<file path="config.mk">
export PLATFORM = sky130hd
export DESIGN_NAME = playback_step_sequencer_unit
export DESIGN_NICKNAME = d
export VERILOG_FILES = /design/src/rtl/pss_pkg.sv /design/src/rtl/pss_ctrl.sv /design/src/rtl/pss_datapath.sv /design/src/rtl/playback_step_sequencer_unit.sv
export SDC_FILE = /design/constraint.sdc
export NUM_CORES = 1
export LEC_CHECK = 0
export BUFFER_PORTS_ARGS = -buffer_cell sky130_fd_sc_hd__buf_4
export CAP_MARGIN = 20
export CORE_MARGIN = 3
export CORE_UTILIZATION = 40
export DETAILED_ROUTE_END_ITERATION = 6
export SLEW_MARGIN = 20
export SYNTH_ARGS = -nofsm -noshare
export SYNTH_HDL_FRONTEND = slang
export SYNTH_SLANG_ARGS = --single-unit
export TNS_END_PERCENT = 10
</file>
<file path="constraint.sdc">
create_clock -name clk_i -period 12.5 [get_ports clk_i]
set_input_delay 0.625 -clock clk_i [delete_from_list [all_inputs] [get_ports clk_i]]
set_output_delay 0.625 -clock clk_i [all_outputs]
set_load 0.02 [all_outputs]
</file>
<file path="src/rtl/pss_pkg.sv">
// Shared types, codes and widths of the playback step sequencer.
`default_nettype none

package pss_pkg;

  // Default width of the stored step index
  localparam int unsigned STEP_BITS_DEF = 16;

  // Fixed field and register widths
  localparam int unsigned OPND_BITS     = 16;
  localparam int unsigned FUNC_BITS     = 2;
  localparam int unsigned MODE_BITS     = 3;
  localparam int unsigned CNT_BITS      = 16;
  localparam int unsigned CFG_ADDR_BITS = 1;
  localparam int unsigned CFG_DATA_BITS = 16;
  localparam int unsigned IDX_OUT_BITS  = 16;
  localparam int unsigned S_TDATA_BITS  = 16;
  localparam int unsigned M_TDATA_BITS  = 24;

  // Remainder unit retires one operand bit per cycle
  localparam int unsigned BIT_CNT_BITS = $clog2(OPND_BITS);

  typedef enum logic [MODE_BITS-1:0] {
    MODE_FWD_CLAMP = 3'd0,
    MODE_FWD_LOOP  = 3'd1,
    MODE_BWD_CLAMP = 3'd2,
    MODE_BWD_LOOP  = 3'd3,
    MODE_PINGPONG  = 3'd4
  } mode_e;

  typedef enum logic [FUNC_BITS-1:0] {
    FUNC_ADVANCE = 2'd0,
    FUNC_JUMP    = 2'd1,
    FUNC_PREVIEW = 2'd2,
    FUNC_HOLD    = 2'd3
  } func_e;

  typedef enum logic [CFG_ADDR_BITS-1:0] {
    REG_PLAY_MODE  = 1'b0,
    REG_STEP_COUNT = 1'b1
  } reg_idx_e;

  // Controller to datapath
  typedef struct packed {
    logic load;    // capture beat, clamp current step, arm remainder unit
    logic step;    // one remainder iteration
    logic commit;  // update state and output register
  } ctrl_cmd_t;

  // Datapath to controller
  typedef struct packed {
    logic div_last;  // current iteration is the last one
  } dp_status_t;

endpackage

`default_nettype wire

</file>
<file path="src/rtl/pss_ctrl.sv">
// Controller state machine of the playback step sequencer.
`default_nettype none

module pss_ctrl (
  input  wire logic                   clk_i,
  input  wire logic                   rst_ni,
  input  wire logic                   s_valid_i,
  output logic                        s_ready_o,
  input  wire logic                   m_ready_i,
  output logic                        m_valid_o,
  input  wire pss_pkg::dp_status_t    status_i,
  output pss_pkg::ctrl_cmd_t          cmd_o
);

  typedef enum logic [2:0] {
    ST_IDLE = 3'b001,
    ST_DIV  = 3'b010,
    ST_DONE = 3'b100
  } state_e;

  state_e state_q, state_d;
  logic   out_valid_q, out_valid_d;

  // Sequence one item: accept, iterate, commit
  always_comb begin
    state_d = state_q;
    cmd_o   = '0;
    unique case (state_q)
      ST_IDLE: begin
        if (s_valid_i) begin
          cmd_o.load = 1'b1;
          state_d    = ST_DIV;
        end
      end
      ST_DIV: begin
        cmd_o.step = 1'b1;
        if (status_i.div_last) begin
          state_d = ST_DONE;
        end
      end
      ST_DONE: begin
        // hold until the output register is free or drains this cycle
        if (!out_valid_q || m_ready_i) begin
          cmd_o.commit = 1'b1;
          state_d      = ST_IDLE;
        end
      end
      default: state_d = ST_IDLE;
    endcase
  end

  // Track the output beat
  always_comb begin
    out_valid_d = out_valid_q;
    if (cmd_o.commit) begin
      out_valid_d = 1'b1;
    end else if (m_ready_i) begin
      out_valid_d = 1'b0;
    end
  end

  always_ff @(posedge clk_i or negedge rst_ni) begin
    if (!rst_ni) begin
      state_q     <= ST_IDLE;
      out_valid_q <= 1'b0;
    end else begin
      state_q     <= state_d;
      out_valid_q <= out_valid_d;
    end
  end

  assign s_ready_o = (state_q == ST_IDLE);
  assign m_valid_o = out_valid_q;

endmodule

`default_nettype wire

</file>
<file path="src/rtl/pss_datapath.sv">
// Datapath of the playback step sequencer: registers, remainder unit, step math.
`default_nettype none

module pss_datapath #(
  parameter int unsigned STEP_BITS = pss_pkg::STEP_BITS_DEF
) (
  input  wire logic                                clk_i,
  input  wire logic                                rst_ni,
  input  wire logic                                cfg_we_i,
  input  wire logic [pss_pkg::CFG_ADDR_BITS-1:0]   cfg_addr_i,
  input  wire logic [pss_pkg::CFG_DATA_BITS-1:0]   cfg_wdata_i,
  input  wire logic [pss_pkg::FUNC_BITS-1:0]       func_i,
  input  wire logic [pss_pkg::OPND_BITS-1:0]       operand_i,
  input  wire pss_pkg::ctrl_cmd_t                  cmd_i,
  output pss_pkg::dp_status_t                      status_o,
  output logic [pss_pkg::IDX_OUT_BITS-1:0]         step_index_o,
  output logic                                     moving_forward_o
);

  // Count bits that reach the step range
  localparam int unsigned CW = (STEP_BITS < pss_pkg::CNT_BITS) ? STEP_BITS : pss_pkg::CNT_BITS;
  // Arithmetic width: covers step, operand and twice the last step with carry
  localparam int unsigned AW = ((STEP_BITS > pss_pkg::OPND_BITS) ? STEP_BITS
                                                                 : pss_pkg::OPND_BITS) + 2;
  localparam int unsigned DW = STEP_BITS + 1;
  localparam int unsigned RW = STEP_BITS + 2;

  // Configuration and playback state
  logic [pss_pkg::MODE_BITS-1:0] mode_q;
  logic [pss_pkg::CNT_BITS-1:0]  count_q;
  logic [STEP_BITS-1:0]          cur_q;
  logic                          fwd_q;

  // Per-item working registers
  logic [STEP_BITS-1:0]                 last_q;
  logic [DW-1:0]                        div_q;
  logic [pss_pkg::FUNC_BITS-1:0]        func_q;
  logic [pss_pkg::OPND_BITS-1:0]        opnd_q;
  logic [pss_pkg::OPND_BITS-1:0]        sh_q;
  logic [RW-1:0]                        rem_q;
  logic [pss_pkg::BIT_CNT_BITS-1:0]     bit_q;
  logic [pss_pkg::IDX_OUT_BITS-1:0]     out_idx_q;
  logic                                 out_fwd_q;

  logic [CW-1:0]        cnt_m;
  logic [STEP_BITS-1:0] last_c;
  logic [STEP_BITS-1:0] cur_clamp;
  logic [DW-1:0]        div_c;
  logic [RW-1:0]        rem_sh;
  logic [RW-1:0]        rem_d;

  logic [AW-1:0] cur_a, last_a, n_a, r_a, m_a, p_a;
  logic [AW-1:0] sum_a, t_a, phase_a, np_a, adv_a, jump_a, res_a;
  logic          adv_dir, jump_fwd, nxt_fwd;
  logic [STEP_BITS-1:0] nxt_cur;

  // Last step index and clamp of the current step
  assign cnt_m     = count_q[CW-1:0];
  assign last_c    = (cnt_m == '0) ? '0 : STEP_BITS'(cnt_m - CW'(1));
  assign cur_clamp = (cur_q > last_c) ? last_c : cur_q;
  // Divisor: ping-pong phase period, otherwise step count
  assign div_c     = (mode_q == pss_pkg::MODE_PINGPONG) ? {last_c, 1'b0}
                                                        : DW'(last_c) + DW'(1);

  // Restoring remainder, one operand bit per step
  assign rem_sh = {rem_q[RW-2:0], sh_q[pss_pkg::OPND_BITS-1]};
  assign rem_d  = (rem_sh >= RW'(div_q)) ? rem_sh - RW'(div_q) : rem_sh;

  assign status_o.div_last = (bit_q == '0);

  // Operands at common width
  assign cur_a  = AW'(cur_q);
  assign last_a = AW'(last_q);
  assign n_a    = AW'(opnd_q);
  assign r_a    = AW'(rem_q);
  assign m_a    = last_a + AW'(1);
  assign p_a    = {last_a[AW-2:0], 1'b0};
  assign sum_a  = cur_a + n_a;

  // Advance by the operand in the configured mode
  always_comb begin
    adv_dir = fwd_q;
    adv_a   = '0;
    t_a     = '0;
    phase_a = '0;
    np_a    = '0;
    unique case (pss_pkg::mode_e'(mode_q))
      pss_pkg::MODE_FWD_LOOP: begin
        t_a   = cur_a + r_a;
        adv_a = (t_a >= m_a) ? t_a - m_a : t_a;
      end
      pss_pkg::MODE_BWD_CLAMP: begin
        adv_a = (cur_a > n_a) ? cur_a - n_a : '0;
      end
      pss_pkg::MODE_BWD_LOOP: begin
        t_a   = cur_a + m_a - r_a;
        adv_a = (t_a >= m_a) ? t_a - m_a : t_a;
      end
      pss_pkg::MODE_PINGPONG: begin
        // unfold onto the phase cycle, add, fold back
        if (last_a != '0) begin
          if (fwd_q) begin
            phase_a = cur_a;
          end else begin
            phase_a = (cur_a == '0) ? '0 : p_a - cur_a;
          end
          t_a     = phase_a + r_a;
          np_a    = (t_a >= p_a) ? t_a - p_a : t_a;
          adv_dir = (np_a < last_a);
          adv_a   = (np_a <= last_a) ? np_a : p_a - np_a;
        end
      end
      default: begin
        adv_a = (sum_a < last_a) ? sum_a : last_a;
      end
    endcase
  end

  // Jump target and direction
  assign jump_a   = (n_a < last_a) ? n_a : last_a;
  assign jump_fwd = (mode_q == pss_pkg::MODE_PINGPONG) ? (n_a > cur_a) : fwd_q;

  // Select next state and result by operation
  always_comb begin
    nxt_cur = cur_q;
    nxt_fwd = fwd_q;
    res_a   = cur_a;
    unique case (pss_pkg::func_e'(func_q))
      pss_pkg::FUNC_ADVANCE: begin
        nxt_cur = adv_a[STEP_BITS-1:0];
        nxt_fwd = adv_dir;
        res_a   = adv_a;
      end
      pss_pkg::FUNC_JUMP: begin
        nxt_cur = jump_a[STEP_BITS-1:0];
        nxt_fwd = jump_fwd;
        res_a   = jump_a;
      end
      pss_pkg::FUNC_PREVIEW: begin
        res_a = adv_a;
      end
      pss_pkg::FUNC_HOLD: begin
        res_a = cur_a;
      end
      default: res_a = cur_a;
    endcase
  end

  // Configuration registers and playback state
  always_ff @(posedge clk_i or negedge rst_ni) begin
    if (!rst_ni) begin
      mode_q  <= pss_pkg::MODE_FWD_CLAMP;
      count_q <= pss_pkg::CNT_BITS'(1);
      cur_q   <= '0;
      fwd_q   <= 1'b0;
    end else begin
      if (cfg_we_i) begin
        unique case (pss_pkg::reg_idx_e'(cfg_addr_i))
          pss_pkg::REG_PLAY_MODE:  mode_q  <= cfg_wdata_i[pss_pkg::MODE_BITS-1:0];
          pss_pkg::REG_STEP_COUNT: count_q <= cfg_wdata_i[pss_pkg::CNT_BITS-1:0];
          default: ;
        endcase
      end
      if (cmd_i.load) begin
        cur_q <= cur_clamp;
      end else if (cmd_i.commit) begin
        cur_q <= nxt_cur;
        fwd_q <= nxt_fwd;
      end
    end
  end

  // Working registers and output beat
  always_ff @(posedge clk_i) begin
    if (cmd_i.load) begin
      last_q <= last_c;
      div_q  <= div_c;
      func_q <= func_i;
      opnd_q <= operand_i;
      sh_q   <= operand_i;
      rem_q  <= '0;
      bit_q  <= pss_pkg::BIT_CNT_BITS'(pss_pkg::OPND_BITS - 1);
    end else if (cmd_i.step) begin
      rem_q <= rem_d;
      sh_q  <= sh_q << 1;
      bit_q <= bit_q - pss_pkg::BIT_CNT_BITS'(1);
    end
    if (cmd_i.commit) begin
      out_idx_q <= res_a[pss_pkg::IDX_OUT_BITS-1:0];
      out_fwd_q <= nxt_fwd;
    end
  end

  assign step_index_o     = out_idx_q;
  assign moving_forward_o = out_fwd_q;

endmodule

`default_nettype wire

</file>
<file path="src/rtl/playback_step_sequencer_unit.sv">
// Top level of the playback step sequencer: controller, datapath and checks.
//
//  channel  | direction | signals                          | contents
//  s_axis   | in        | tvalid tready tdata tuser        | command beat: operand, func
//  m_axis   | out       | tvalid tready tdata              | result beat: step, direction
//  cfg      | in        | cfg_we_i cfg_addr_i cfg_wdata_i  | play_mode (0), step_count (1)
//
// An accepted beat is captured with its current step clamped, then passes the remainder
// unit (one operand bit per cycle), then is computed and committed to the output register.
// The next beat is accepted the cycle after commit. A result that is not taken stalls
// the next item in its commit step, and no new beat is accepted until that commit happens.
// Reset clears play_mode to 0, step_count to 1, current step and direction to 0.
`default_nettype none

module playback_step_sequencer_unit #(
  parameter int unsigned STEP_BITS = pss_pkg::STEP_BITS_DEF
) (
  input  wire logic                                clk_i,
  input  wire logic                                rst_ni,
  // configuration
  input  wire logic                                cfg_we_i,
  input  wire logic [pss_pkg::CFG_ADDR_BITS-1:0]   cfg_addr_i,
  input  wire logic [pss_pkg::CFG_DATA_BITS-1:0]   cfg_wdata_i,
  // command stream
  input  wire logic                                s_axis_tvalid,
  output logic                                     s_axis_tready,
  input  wire logic [pss_pkg::S_TDATA_BITS-1:0]    s_axis_tdata,  // [15:0] operand
  input  wire logic [pss_pkg::FUNC_BITS-1:0]       s_axis_tuser,  // [1:0] func
  // result stream
  output logic                                     m_axis_tvalid,
  input  wire logic                                m_axis_tready,
  output logic [pss_pkg::M_TDATA_BITS-1:0]         m_axis_tdata   // [15:0] step_index,
                                                                   // [16] moving_forward
);

  pss_pkg::ctrl_cmd_t  cmd;
  pss_pkg::dp_status_t status;

  logic [pss_pkg::IDX_OUT_BITS-1:0] step_index;
  logic                             moving_forward;

  pss_ctrl u_ctrl (
    .clk_i     (clk_i),
    .rst_ni    (rst_ni),
    .s_valid_i (s_axis_tvalid),
    .s_ready_o (s_axis_tready),
    .m_ready_i (m_axis_tready),
    .m_valid_o (m_axis_tvalid),
    .status_i  (status),
    .cmd_o     (cmd)
  );

  pss_datapath #(
    .STEP_BITS (STEP_BITS)
  ) u_datapath (
    .clk_i            (clk_i),
    .rst_ni           (rst_ni),
    .cfg_we_i         (cfg_we_i),
    .cfg_addr_i       (cfg_addr_i),
    .cfg_wdata_i      (cfg_wdata_i),
    .func_i           (s_axis_tuser),
    .operand_i        (s_axis_tdata),
    .cmd_i            (cmd),
    .status_o         (status),
    .step_index_o     (step_index),
    .moving_forward_o (moving_forward)
  );

  // Pack the result beat
  assign m_axis_tdata = {{(pss_pkg::M_TDATA_BITS - pss_pkg::IDX_OUT_BITS - 1){1'b0}},
                         moving_forward, step_index};

`ifndef NO_ASSERTIONS
  // Busy right after a command beat is taken
  assert property (@(posedge clk_i) disable iff (!rst_ni)
    (s_axis_tvalid && s_axis_tready) |=> !s_axis_tready)
    else $error("command accepted on two consecutive cycles");

  // Load happens exactly on an accepted command beat
  assert property (@(posedge clk_i) disable iff (!rst_ni)
    cmd.load |-> (s_axis_tvalid && s_axis_tready))
    else $error("load without an accepted command beat");

  // Commit never overwrites a result beat that is still waiting
  assert property (@(posedge clk_i) disable iff (!rst_ni)
    cmd.commit |-> (!m_axis_tvalid || m_axis_tready))
    else $error("commit over an untaken result beat");

  // A result beat appears only after a commit
  assert property (@(posedge clk_i) disable iff (!rst_ni)
    $rose(m_axis_tvalid) |-> $past(cmd.commit))
    else $error("result beat without commit");
`endif

endmodule

`default_nettype wire
</file>
==> summary.txt, run 1 <==
Critical path
  • Crit-path leading delay family: compound AO/OA/AOI/OAI gates
  • CP Class: register to register
  • CP most frequent cell: o21bai_1
  • Worst path max stage delay: slightly above 700 ps
  • Buf/Inv on CP: 1
  • Nature of the critical path endpoint: register
  • CP Max Fanout: 16
  • Worst EP arrival: 10,840 ps
  • Cells on worst reg2reg path: 37
  • Critical Path Source Type: register
  • Critical path's slowest cell: dfrtp_1
  • Critical path depth in cells: 37
  • CP Data Required Time: approximately 13,000 ps

GRT
  • Number of global-route vias before repair: 17,380
  • Number of antenna violations at the first check in global routing: 1
  • Gr busiest metal: met2
  • Largest net degree at the start of global routing: 77
  • Gr ovfl total: 0
  • First-pass GRT wire length: 110,700 µm
  • Tot GR Track Use: 0.2934
  • GR Util met2: 0.4323
  • Global Route met1 Usage: 0.4062
  • Routing usage on met3: 0.05216

Min path
  • Hold WC Path Type: input port to asynchronous set/reset pin

Clock tree
  • Later-pin clock latency in the skew report: 430 ps
  • Clk slew on worst S/H paths: 70 ps
  • Root buf cell: clkbuf_16
  • Clk buf depth: 2
  • # Post-CTS Setup Buffers: 0
  • Clock sink total: 146
  • H-Tree Level Count: 4
  • Post-CTS resize count: 0
  • Quantity of hold-fixing buffers added after cts: 0
  • CTS tree: built
  • TritonCTS Buffers: 17

Synth
  • Synth Flop Type: edfxtp_1
  • Compound-Gate Fraction of Synth Area: 0.2276
  • Largest family of logic cells by synthesized area: compound AO/OA/AOI/OAI gates
  • Netlist cell types: 88
  • Yosys reg bits: approximately 150
  • Synth Area in Adders: 0.1898
  • Synth Cell Area: 0.01902 mm²
  • Cells after Synth: 2,322
  • Cell type with the largest total area after synthesis: ha_1
  • Seq/Total Area, Yosys: 0.2085
  • Ys Warns: 0
  • EDFF count, synth: 84
  • Post-synthesis mux area share: 0.05848
  • Top post-synthesis cells by area: ha_1 (16%), edfxtp_1 (13%), xnor2_1 (6.2%)
  • Avg Synthesized Cell Area: 8.192 µm²
  • Ys async rst share: 0.2740
  • Post-synth top area share: 0.1625
  • Xor and xnor fraction of the mapped netlist area: 0.08420
  • Simple-gate share of the synthesized area: 0.1783

Finish
  • Filler instances: 4,661
  • N_diodes: 0
  • Final #Nets: about 2,700
  • Design area: 0.02076 mm²
  • Area growth syn-to-layout: 9.124%
  • Share of cells above drive strength 1: 0.08988
  • Post-Route Utilization: 0.4439

Routing
  • Routed WL: 75,670 µm
  • WL per Instance: 25.32 µm
  • # DRC: 0
  • Final ANT Viol Nets: 0
  • Iteration-0 DRC Markers: 2,016
  • Vias: approximately 19,000
  • Vias per cell: around 6.2
  • First-pass iteration count of the detailed router: 5

STA
  • RSZ-0062 raised after global routing: no
  • Fin Setup TNS: 0 ps
  • Hold violation count in the final report: 0
  • Worst slew pin tran: 1204 ps
  • Slew headroom: 0.1897
  • Final setup viols: 0
  • Hold_ws: between 150 and 200 ps
  • Final slew viol count: 0
  • Period utilisation layout: 0.8540
  • FMAX: 0.09368 GHz
  • Worst Skew: approximately 12 ps
  • Tmin final: 10,670 ps

Placed design
  • Routability cong.: 1.039
  • Placed cell areas: just over 0.02 mm²
  • I/O Buffers: 58
  • Dpl hpwl: 60,360 µm

Floorplanning
  • Full die area: 0.05021 mm²
  • Initial core utilization: 0.4068
  • # rows: 79
  • Top-level I/O count: 66
  • Die W: 224.1 µm
  • Core Area: ~0.047 mm²
  • Height of the die: 224.1 µm

Run
  • Maxcap violations: 0

Outcome
  • Status: finished, final reports clean
-- routing by layer --
metal,vias up,part of all wire
met3,208,0.096
met1,8837,0.42
li1,8584,-
met4,2,0.064
met5,-,0.00026
met2,922,0.42
-- state kept, by name, indices dropped and copies added (netlist names) --
register	flops
u_ctrl.m_valid_o	1
u_ctrl.state_q	3
u_datapath.bit_q	4
u_datapath.cnt_m	16
u_datapath.cur_q	16
u_datapath.div_q	17
u_datapath.func_q	2
u_datapath.fwd_q	1
u_datapath.last_q	16
u_datapath.mode_q	3
u_datapath.moving_forward_o	1
u_datapath.opnd_q	16
u_datapath.r_a	18
u_datapath.sh_q	16
u_datapath.step_index_o	16
-- placed cells by master, fill, tap and decap left out, drive strengths merged, types with 47 or more instances in the layout --
cell type and instances:
mux2i 56, xnor2 135, inv 186, nand2 184
ha 247, xor2 47, a21o 60, nor3 80
mux2 48, buf 93, edfxtp 84, a21oi 188
nor2 184, o21ai 120
-- cells by family (layout without fill, tap and decap cells) --
logic type      after synthesis  after routing
compound gates              660            660
mux                         104            104
buf+inv                     255            308
xor+xnor                    182            182
simple gates                701            701
other cells                   1              7
flops                       146            146
fa+ha+maj                   273            273
-- worst paths after layout --
| path | endpoint | startpoint | slack [ps] |
|---|---|---|---|
| max reg2reg | u_datapath.step_index_o[10] | u_datapath.cur_q[1] | 1830 |
| max | u_datapath.step_index_o[10] | u_datapath.cur_q[1] | 1830 |
| max in group asynchronous | u_datapath.cur_q[2] | rst_ni | 11920 |
| min in group clk_i | u_datapath.opnd_q[0] | s_axis_tdata[0] | 380 |
| min reg2reg | u_datapath.sh_q[1] | u_datapath.sh_q[0] | 520 |
| min | u_datapath.cnt_m[10] | rst_ni | 180 |
-- metrics by stage --
step           setup WS (ps)  instances
6_report                1825       2988
3_3_place_gp            2235       2956
5_1_grt                939.3       2988
4_1_cts                 2033       2988
2_1_floorplan           3604       2328
3_5_place_dp            2074       2956
-- area by class of cell --
type                    count  area, µm²  area share
clock buffers              19      432.9     0.02086
clock inverters            13      126.4    0.006088
inverters                 183      686.9     0.03309
multi-input cells        1927      14090      0.6786
flip-flops and latches    146       3966      0.1911
well taps                 607      759.5     0.03659
repair buffers             93      698.2     0.03364
-- synthesized netlist by cell type, drive strengths merged, types with 11 or more instances --
cell type and count:
o22ai 37, a21oi 188, buf 16, nor2 184, o21bai 20, or2 13
o211ai 25, a21o 60, nand2b 22, nor2b 26, and3 31, nor4 22
nand4 26, a211o 12, nor3 80, clkbuf 56, fa 26, dfxtp 22
o21ai 120, a22o 15, a31oi 18, xor2 47, and2 11, inv 180
edfxtp 84, o21a 37, mux2i 56, o31ai 11, nand3 46, dfrtp 38
ha 247, or3 24, a211oi 29, xnor2 135, nand2 184, mux2 48
Power of run 1 is left out: the tool's default activity adds up to more than one toggle a clock period on the data nets, which glitch-free logic cannot reach.
==> run 2, diff against run 1 <==
--- a/config.mk
+++ b/config.mk
@@ -10,6 +10,7 @@
 export CORE_MARGIN = 3
 export CORE_UTILIZATION = 40
 export DETAILED_ROUTE_END_ITERATION = 6
+export PLACE_DENSITY = 0.65
 export SLEW_MARGIN = 20
 export SYNTH_ARGS = -nofsm -noshare
 export SYNTH_HDL_FRONTEND = slang
==> run 2 against run 1 <==
Hold slack worse by 1.9 ps. Core utilization is 0.10 points lower. Global-route usage is 1.1 points lower. Clock skew is 0.96 ps higher. Highest routed layer is now met4. Via count hardly changed. Sequential cell count stayed put. Routed wire length is 4.2% lower. Largest cell class unchanged. Die area stayed put. Count of clock-buffer cells in the layout is 1 lower. Sequential share of layout area hardly changed. Critical path depth is 1 higher.
==> summary.txt, run 2 (synthesis results as in run 1) <==
STA
  • Worst Skew: 13.45 ps (+0.9581 ps)
  • Worst slew pin tran: 1147 ps (-56.98 ps)
  • Final setup viols: 0 (unchanged)
  • Hold violation count in the final report: 0 (unchanged)
  • Fin Setup TNS: 0 ps (unchanged)
  • Final slew viol count: 0 (unchanged)
  • RSZ-0062 raised after global routing: no
  • FMAX: 0.09393 GHz (+0.26%)
  • Slew headroom: 0.2328 (+0.04308)
  • Period utilisation layout: 0.8517 (-0.002253)
  • Tmin final: 10,650 ps (-28.16 ps)

GRT
  • Number of antenna violations at the first check in global routing: 0 (-1)
  • Tot GR Track Use: 0.2823 (-0.01111)
  • Largest net degree at the start of global routing: 45 (-42%)
  • First-pass GRT wire length: 107,600 µm (-2.8%)
  • Gr ovfl total: 0 (unchanged)
  • Number of global-route vias before repair: 17,570 (+1.1%)

Critical path
  • Nature of the critical path endpoint: register
  • Worst EP arrival: 10,960 ps (+120 ps)
  • Critical Path Source Type: register
  • Crit-path leading delay family: compound AO/OA/AOI/OAI gates
  • Buf/Inv on CP: 1 (unchanged)
  • CP Class: register to register
  • Worst path max stage delay: 750 ps (+40 ps)
  • Critical path's slowest cell: dfrtp_1
  • CP Max Fanout: 16 (unchanged)
  • CP Data Required Time: 12,810 ps (+140 ps)

Floorplanning
  • Core Area: 0.04675 mm² (unchanged)
  • Die W: 224.1 µm (unchanged)
  • Full die area: 0.05021 mm² (unchanged)
  • Top-level I/O count: 66 (unchanged)
  • Height of the die: 224.1 µm (unchanged)
  • # rows: 79 (unchanged)
  • Initial core utilization: 0.4068 (unchanged)

Routing
  • Final ANT Viol Nets: 0 (unchanged)
  • Iteration-0 DRC Markers: 1,928 (-4.4%)
  • First-pass iteration count of the detailed router: 5 (unchanged)
  • Routed WL: 72,460 µm (-4.2%)
  • # DRC: 0 (unchanged)
  • Vias: 18,540 (-0.070%)
  • WL per Instance: 24.32 µm (-4.0%)
  • Vias per cell: 6.221 (+0.20%)

Finish
  • Reg area: 0.003966 mm² (unchanged)
  • Area growth syn-to-layout: 8.874%
  • Largest register FFs: 18 (unchanged)
  • Multi-input logic area: 0.01409 mm² (about the same)
  • Final #Nets: 2,673 (-0.30%)
  • Commonest cells after routing, fill and taps aside: ha_1 (247), a21oi_1 (186), nor2_1 (183), nand2_1 (183), inv_1 (179)
  • N_diodes: 0 (unchanged)
  • Share of cells above drive strength 1: 0.08765 (-0.002225)
  • Most common cell after layout, fill and taps aside: ha_1
  • Filler instances: 4,635 (-0.56%)

Clock tree
  • Clk slew on worst S/H paths: 70 ps (about the same)
  • Clock sink total: 146 (unchanged)
  • # Post-CTS Setup Buffers: 0 (unchanged)
  • CTS tree: built
  • Post-CTS resize count: 0 (unchanged)
  • H-Tree Level Count: 4 (unchanged)
  • Later-pin clock latency in the skew report: 440 ps (about the same)
  • TritonCTS Buffers: 17 (unchanged)
  • Clk buf depth: 2 (unchanged)
  • Root buf cell: clkbuf_16
  • Quantity of hold-fixing buffers added after cts: 0 (unchanged)

Min path
  • Hold WC Path Type: input port to asynchronous set/reset pin

Placed design
  • Dpl hpwl: 58,150 µm (-3.7%)
  • I/O Buffers: 58 (unchanged)
  • Routability cong.: 1.046 (+0.63%)

Run
  • Maxcap violations: 0 (unchanged)

Outcome
  • Status: finished, final reports clean
==> run 2: cell count changes in the layout (fill, tap and decap cells not counted) <==
| cell | delta |
|---|---|
| buf_16 | +1 |
| buf_4 | -9 |
| bufinv_16 | -1 |
| clkbuf_1 | -1 |
| clkinv_4 | -2 |
| clkinvlp_4 | -1 |
| inv_6 | +4 |
| inv_8 | +1 |
| nor3b_1 | -1 |
| nor3b_2 | +1 |
| o311ai_0 | +1 |
| o311ai_1 | -1 |
==> run 2: final timing paths <==
kind | start | endpoint | slack (ps) | cells past startpoint
worst max-delay path | u_datapath.cur_q[1] | u_datapath.cur_q[12] | 1850 | 38
worst min-delay path | rst_ni | u_datapath.cnt_m[7] | 180 | 1
worst max register to register | u_datapath.cur_q[1] | u_datapath.cur_q[12] | 1850 | 38
worst min register to register | u_datapath.bit_q[3] | u_datapath.bit_q[3] | 520 | 2
max in group asynchronous | rst_ni | u_datapath.cur_q[11] | 11910 | 1
min in group clk_i | s_axis_tdata[0] | u_datapath.opnd_q[0] | 370 | 1
==> run 2: routing by layer <==
metal  global-route usage  wire [µm]  vias to the layer above
met5                    0          0                        -
met4               0.1837       5717                        0
met3              0.05504       6814                      218
met2               0.4192      30230                      911
met1               0.3745      29700                     8835
li1                     -          -                     8576
==> run 2: cell type report <==
| cell class | instances | share of cell area |
|---|---|---|
| timing repair buffer | 85 | 0.03178 |
| clock inverter | 14 | 0.005679 |
| sequential | 146 | 0.1915 |
| clock buffer | 18 | 0.02072 |
| multi-input combinational | 1927 | 0.6804 |
| inverter | 183 | 0.03317 |
| tap | 607 | 0.03667 |
==> run 2: through the flow <==
step / setup WS, ps / utilization / instances / instance area, µm² / hold slack, ps
floorplan: 3604 / - / 2328 / 19040 / 329.4
global placement: 2312 / 0.4306 / 2947 / 20130 / 481.1
detailed placement: 2133 / 0.4312 / 2948 / 20160 / 503.0
CTS: 2085 / 0.4429 / 2980 / 20710 / 196.8
global route: 1283 / 0.4429 / 2980 / 20710 / 213.1
finish: 1853 / 0.4429 / 2980 / 20710 / 181.9
==> run 2: worst reg2reg max path: cells and delay by family, from the launching register on <==
| family | cells | cell delay [ps] |
|---|---|---|
| simple gates | 10 | 2410 |
| compound gates | 20 | 4660 |
| flops | 1 | 750 |
| mux | 2 | 810 |
| buf+inv | 1 | 220 |
| fa+ha+maj | 4 | 1570 |
| xor+xnor | 1 | 90 |
Power of run 2 is left out for the same reason.
